[src/hw/rtl/afc_pkg.sv]
package afc_pkg;

   localparam int REG_PLANES        = 6;
   localparam int PLANE_COUNT_DEF   = 6;
   localparam int TAG_W             = 16;
   localparam int COORD_W           = 16;
   localparam int CODE_W            = 3;
   localparam int CSR_INDEX_W       = $clog2(REG_PLANES);
   localparam int CSR_DATA_W        = 64;
   localparam int DIST_SHIFT        = 14;
   localparam int PROD_W            = 2 * COORD_W;
   localparam int SUM_W             = PROD_W + 2;

   localparam logic [CODE_W-1:0] NO_REJECT = CODE_W'(REG_PLANES);

   typedef struct packed {
      logic [TAG_W-1:0]          tag;
      logic signed [COORD_W-1:0] min_x;
      logic signed [COORD_W-1:0] min_y;
      logic signed [COORD_W-1:0] min_z;
      logic signed [COORD_W-1:0] max_x;
      logic signed [COORD_W-1:0] max_y;
      logic signed [COORD_W-1:0] max_z;
   } box_type;

   typedef struct packed {
      box_type           box;
      logic [CODE_W-1:0] reject;
   } token_type;

   typedef struct packed {
      logic                   we;
      logic [CSR_INDEX_W-1:0] index;
      logic [CSR_DATA_W-1:0]  data;
   } csr_write_type;

endpackage

[src/hw/rtl/afc_cell.sv]
module afc_cell #(
   parameter int CELL_INDEX = 0
) (
   input  logic                   clock,
   input  logic                   reset,
   input  afc_pkg::csr_write_type csr,
   input  logic                   in_valid,
   output logic                   in_ready,
   input  afc_pkg::token_type     in_tok,
   output logic                   out_valid,
   input  logic                   out_ready,
   output afc_pkg::token_type     out_tok
);
   import afc_pkg::*;

   logic [CSR_DATA_W-1:0]     plane_ff;
   logic signed [COORD_W-1:0] nx, ny, nz, plane_d;
   logic signed [COORD_W-1:0] cx, cy, cz;

   logic                      a_valid_ff;
   token_type                 a_tok_ff;
   logic signed [PROD_W-1:0]  px_ff, py_ff, pz_ff;
   logic signed [COORD_W-1:0] dist_ff;
   logic signed [PROD_W-1:0]  px_in, py_in, pz_in;
   logic                      a_ready;

   logic                      b_valid_ff;
   token_type                 b_tok_ff;
   token_type                 b_tok_in;
   logic signed [SUM_W-1:0]   sum;
   logic signed [SUM_W-1:0]   thresh;
   logic                      b_ready;

   assign nx      = $signed(plane_ff[15:0]);
   assign ny      = $signed(plane_ff[31:16]);
   assign nz      = $signed(plane_ff[47:32]);
   assign plane_d = $signed(plane_ff[63:48]);

   // nearest corner: minimum where the normal is non-negative
   assign cx = nx[COORD_W-1] ? in_tok.box.max_x : in_tok.box.min_x;
   assign cy = ny[COORD_W-1] ? in_tok.box.max_y : in_tok.box.min_y;
   assign cz = nz[COORD_W-1] ? in_tok.box.max_z : in_tok.box.min_z;

   assign px_in = PROD_W'(nx) * PROD_W'(cx);
   assign py_in = PROD_W'(ny) * PROD_W'(cy);
   assign pz_in = PROD_W'(nz) * PROD_W'(cz);

   assign b_ready  = !b_valid_ff || out_ready;
   assign a_ready  = !a_valid_ff || b_ready;
   assign in_ready = a_ready;

   always_ff @(posedge clock) begin
      if (reset) begin
         plane_ff <= '0;
      end else if (csr.we && csr.index == CSR_INDEX_W'(CELL_INDEX)) begin
         plane_ff <= csr.data;
      end
   end

   always_ff @(posedge clock) begin
      if (reset) begin
         a_valid_ff <= 1'b0;
      end else if (a_ready) begin
         a_valid_ff <= in_valid;
      end
      if (a_ready && in_valid) begin
         a_tok_ff <= in_tok;
         px_ff    <= px_in;
         py_ff    <= py_in;
         pz_ff    <= pz_in;
         dist_ff  <= plane_d;
      end
   end

   assign sum    = SUM_W'(px_ff) + SUM_W'(py_ff) + SUM_W'(pz_ff);
   assign thresh = SUM_W'(dist_ff) <<< DIST_SHIFT;

   always_comb begin
      b_tok_in = a_tok_ff;
      if (a_tok_ff.reject == NO_REJECT && sum > thresh) begin
         b_tok_in.reject = CODE_W'(CELL_INDEX);
      end
   end

   always_ff @(posedge clock) begin
      if (reset) begin
         b_valid_ff <= 1'b0;
      end else if (b_ready) begin
         b_valid_ff <= a_valid_ff;
      end
      if (b_ready && a_valid_ff) begin
         b_tok_ff <= b_tok_in;
      end
   end

   assign out_valid = b_valid_ff;
   assign out_tok   = b_tok_ff;

   a_reject_order: assert property (@(posedge clock) disable iff (reset)
      out_valid |-> (out_tok.reject == NO_REJECT || out_tok.reject <= CODE_W'(CELL_INDEX)))
      else $error("reject code names a later plane");

   a_plane_write: assert property (@(posedge clock) disable iff (reset)
      (csr.we && csr.index == CSR_INDEX_W'(CELL_INDEX)) |=> plane_ff == $past(csr.data))
      else $error("plane register missed a write");

   a_stage_hold: assert property (@(posedge clock) disable iff (reset)
      (b_valid_ff && !out_ready) |=> (b_valid_ff && $stable(b_tok_ff)))
      else $error("stalled item lost in cell");

endmodule

[config.mk]
export PLATFORM = sky130hd
export DESIGN_NAME = afc_cell
export DESIGN_NICKNAME = d
export VERILOG_FILES = /design/src/hw/rtl/afc_pkg.sv /design/src/hw/rtl/afc_cell.sv
export SDC_FILE = /design/constraint.sdc
export NUM_CORES = 2
export LEC_CHECK = 0
export BUFFER_PORTS_ARGS = -buffer_cell sky130_fd_sc_hd__buf_2
export CAP_MARGIN = 20
export CORE_UTILIZATION = 38
export CTS_BUF_LIST = sky130_fd_sc_hd__clkbuf_4 sky130_fd_sc_hd__clkbuf_8
export DETAILED_ROUTE_END_ITERATION = 10
export MAX_ROUTING_LAYER = met4
export SETUP_SLACK_MARGIN = 0.1
export SLEW_MARGIN = 40
export SYNTH_ARGS = -nofsm -noshare
export SYNTH_HDL_FRONTEND = slang
export SYNTH_SLANG_ARGS = --single-unit
[constraint.sdc]
create_clock -name clock -period 8.5 [get_ports clock]
set_input_delay 0.85 -clock clock [delete_from_list [all_inputs] [get_ports clock]]
set_output_delay 0.85 -clock clock [all_outputs]
set_load 0.02 [all_outputs]
==> run summary <==
Status: finished clean
Placement Rows: 126
Port Buffers: 303
Layout cells sized above 1: 11.2%
Insertion delay to the later sink of the worst-skew pair: 750 ps
Fin crit period: 7660 ps
Crit Path Class: reg2reg
Clock power frac: 23.9%
Remaining DRCs: 0
Crit-path max FO: 21
Final Cycle Share: 90.1%
Async set or reset register ratio after synthesis: 0%
Post-synth EDFFs: 342
Gate power share: 44.1%
Placed cell count: 6010
Initial antenna violation count: 8
Drt first pass iters: 7
Clock buffers created by TritonCTS: 76
Cts hold-fix bufs: 0
R2R Setup Slk: 840 ps
Crit start category: flip-flop
Yosys cell types: 78
I/O pin cnt: 304
Syn Area/Cell: 10.6 µm²
Clock sink total: 408
Max Root-Sink Buffers: 3
Nets: 5856
Routed WL: 108000 µm
Clock slew at reported path FFs: 60 ps
Resize count post-CTS: 0
Relative slew slack: 39.9%
Maximum Capacitance Violations: 0
Placer Congestion: 0.875
Internal power: 4.94 mW
Chip width: 347 µm
Post-synthesis sequential area ratio: 25.6%
Most common cell after layout, fill and taps aside: inv_1
CTS tree: yes
Final hold vios: 0
Critical path capture point type: flip-flop
Die height: 347 µm
Most frequent cells in the layout: 924 x inv_1, 819 x fa_1, 498 x nand2_1, 342 x edfxtp_1, 302 x buf_2
Net Switching: 3.07 mW
GRT Util Overall: 19.4%
Post-detail-place hpwl: 85600 µm
Finished Layout Cells: 6156
Antenna Violating Nets Remaining: 0
First-pass GRT wire length: 177000 µm
Vias: 29866
Starting Density: 38.4%
Achievable Freq: 131 MHz
Die ar.: 121000 µm²
Post-CTS setup buffers: 0
Vias in the first global route: 32435
Yosys warns: 0
Skew final: 32.8 ps
VDD IR max: 0.000148 V
CTS Root Cell: clkbuf_8
Final setup violation count: 0
GRT overflow: 0
Syn nets: 5574
Via-per-instance ratio: 4.85
Core area: 118000 µm²
Fillcell total: 11394
FF+latch count, synth: 408
Core Util, Final: 42.5%
Reg power frac: 32.0%
Hold Crit Class: in2reg
Crit path DAT: 8120 ps
Slew Limit Fails: 0
Detailed router's first-iteration violation count: 1549
RSZ-0062 raised after global routing: false
Switching part of the total: 38.3%
Area Overhead vs Synth: 10.7%
Largest net degree at the start of global routing: 91
Post-Synthesis Cells: 4270
Cell Area, Synth: 45300 µm²
Pleak: 23.9 nW
Total Neg Setup Slack: 0 ps
CTS H-tree depth: 3
Pwr Density: 160 nW/µm²
Routed len/inst: 17.5 µm
Worst Tran Pin Value: 900 ps
Synth Flop Type: edfxtp_1
CP Data Required Time: 8960 ps
## metal layers
metal  share of wire, %  track usage (%)  vias up
li1                   -                -    13769
met1                 42             24.1    15206
met2                 49             31.6      729
met3                6.1             3.99      162
met4                3.0             6.50        0
met5                  0                -        -
## path summary, 6_finish.rpt
path / from / to / depth (start not counted)
setup / recovery: plane_ff[47] / pz_ff[24] / 21
hold / removal: in_tok[107] / a_tok_ff[107] / 1
setup reg to reg: plane_ff[47] / pz_ff[24] / 21
hold reg to reg: a_tok_ff[100] / out_tok[100] / 0
## cell usage after synthesis, types with 13 or more instances
cell type	number	area share (%)
xor2_1	30	0.58
edfxtp_1	342	23
a21oi_1	154	1.7
o21a_1	18	0.30
nand2b_1	30	0.41
o21ai_0	59	0.65
nand2_1	498	4.1
nand3_1	13	0.14
a211oi_1	13	0.22
o21bai_1	13	0.22
inv_1	924	7.7
nor2b_1	221	3.1
fa_1	819	36
dfxtp_1	66	2.9
xnor2_1	98	1.9
clkbuf_1	132	1.1
ha_1	298	8.2
nor2_1	98	0.81
nor3_1	20	0.22
or2_2	13	0.18
a21o_1	81	1.3
and2_1	170	2.3
## stage by stage
step           setup WS (ps)  instance area (µm²)  power (mW)  hold WS, ps
2_1_floorplan           1400                45300        5.22          400
3_3_place_gp             998                48500        6.10          400
3_5_place_dp             845                48600        6.13          405
4_1_cts                  845                50100        8.15          192
5_1_grt                  368                50100        8.73          241
6_report                 841                50100        8.01          299
## cell type report
cell class	count	area (µm²)	share of cell area [%]
tap	1536	1920	3.83
timing repair buffer	338	1860	3.72
multi-input combinational	2804	29800	59.4
clock buffer	100	1250	2.50
inverter	924	3470	6.92
clock inverter	39	248	0.494
sequential	408	11600	23.1
antenna	7	17.5	0.0349
## critical path, cell delays in order (launching register included)
cell and delay (ps):
dfxtp_1 800, nand2_1 210, inv_1 200, a21o_1 550, nand2_1 180, fa_1 560
fa_1 490, fa_1 550, fa_1 560, inv_1 50, fa_1 530, fa_1 430
ha_1 370, a21o_1 200, a21o_1 170, a221oi_1 280, o31ai_1 140, or2_1 270
a31o_2 280, a211oi_1 290, o21bai_1 110, xor2_1 160
## power groups by stage
stage                     registers [mW]  clock network [mW]  logic, mW
final                               2.56                1.92       3.53
after global routing                2.58                2.09       4.06
after floorplan                     2.55                   0       2.67
after detailed placement            2.60                   0       3.53
after global placement              2.61                   0       3.49
after CTS                           2.57                2.01       3.57
## flip-flops by register name, indices dropped and copies added, names as in the netlist
name	count
plane_ff	64
px_ff	32
pz_ff	32
a_tok_ff	115
out_tok	115
py_ff	32
dist_ff	16
a_valid_ff	1
out_valid	1
## kinds of logic after synthesis
group | Yosys count | share of synthesized area, %
buffers and inverters | 1058 | 8.77
flip-flops | 408 | 25.6
adder cells (fa/ha/maj) | 1117 | 44.4
AO/OA/AOI/OAI | 444 | 6.61
AND/OR/NAND/NOR | 1112 | 12.1
multiplexers | 3 | 0.0663
XOR/XNOR | 128 | 2.47
Note: power is estimated with default switching activity, not from simulation.
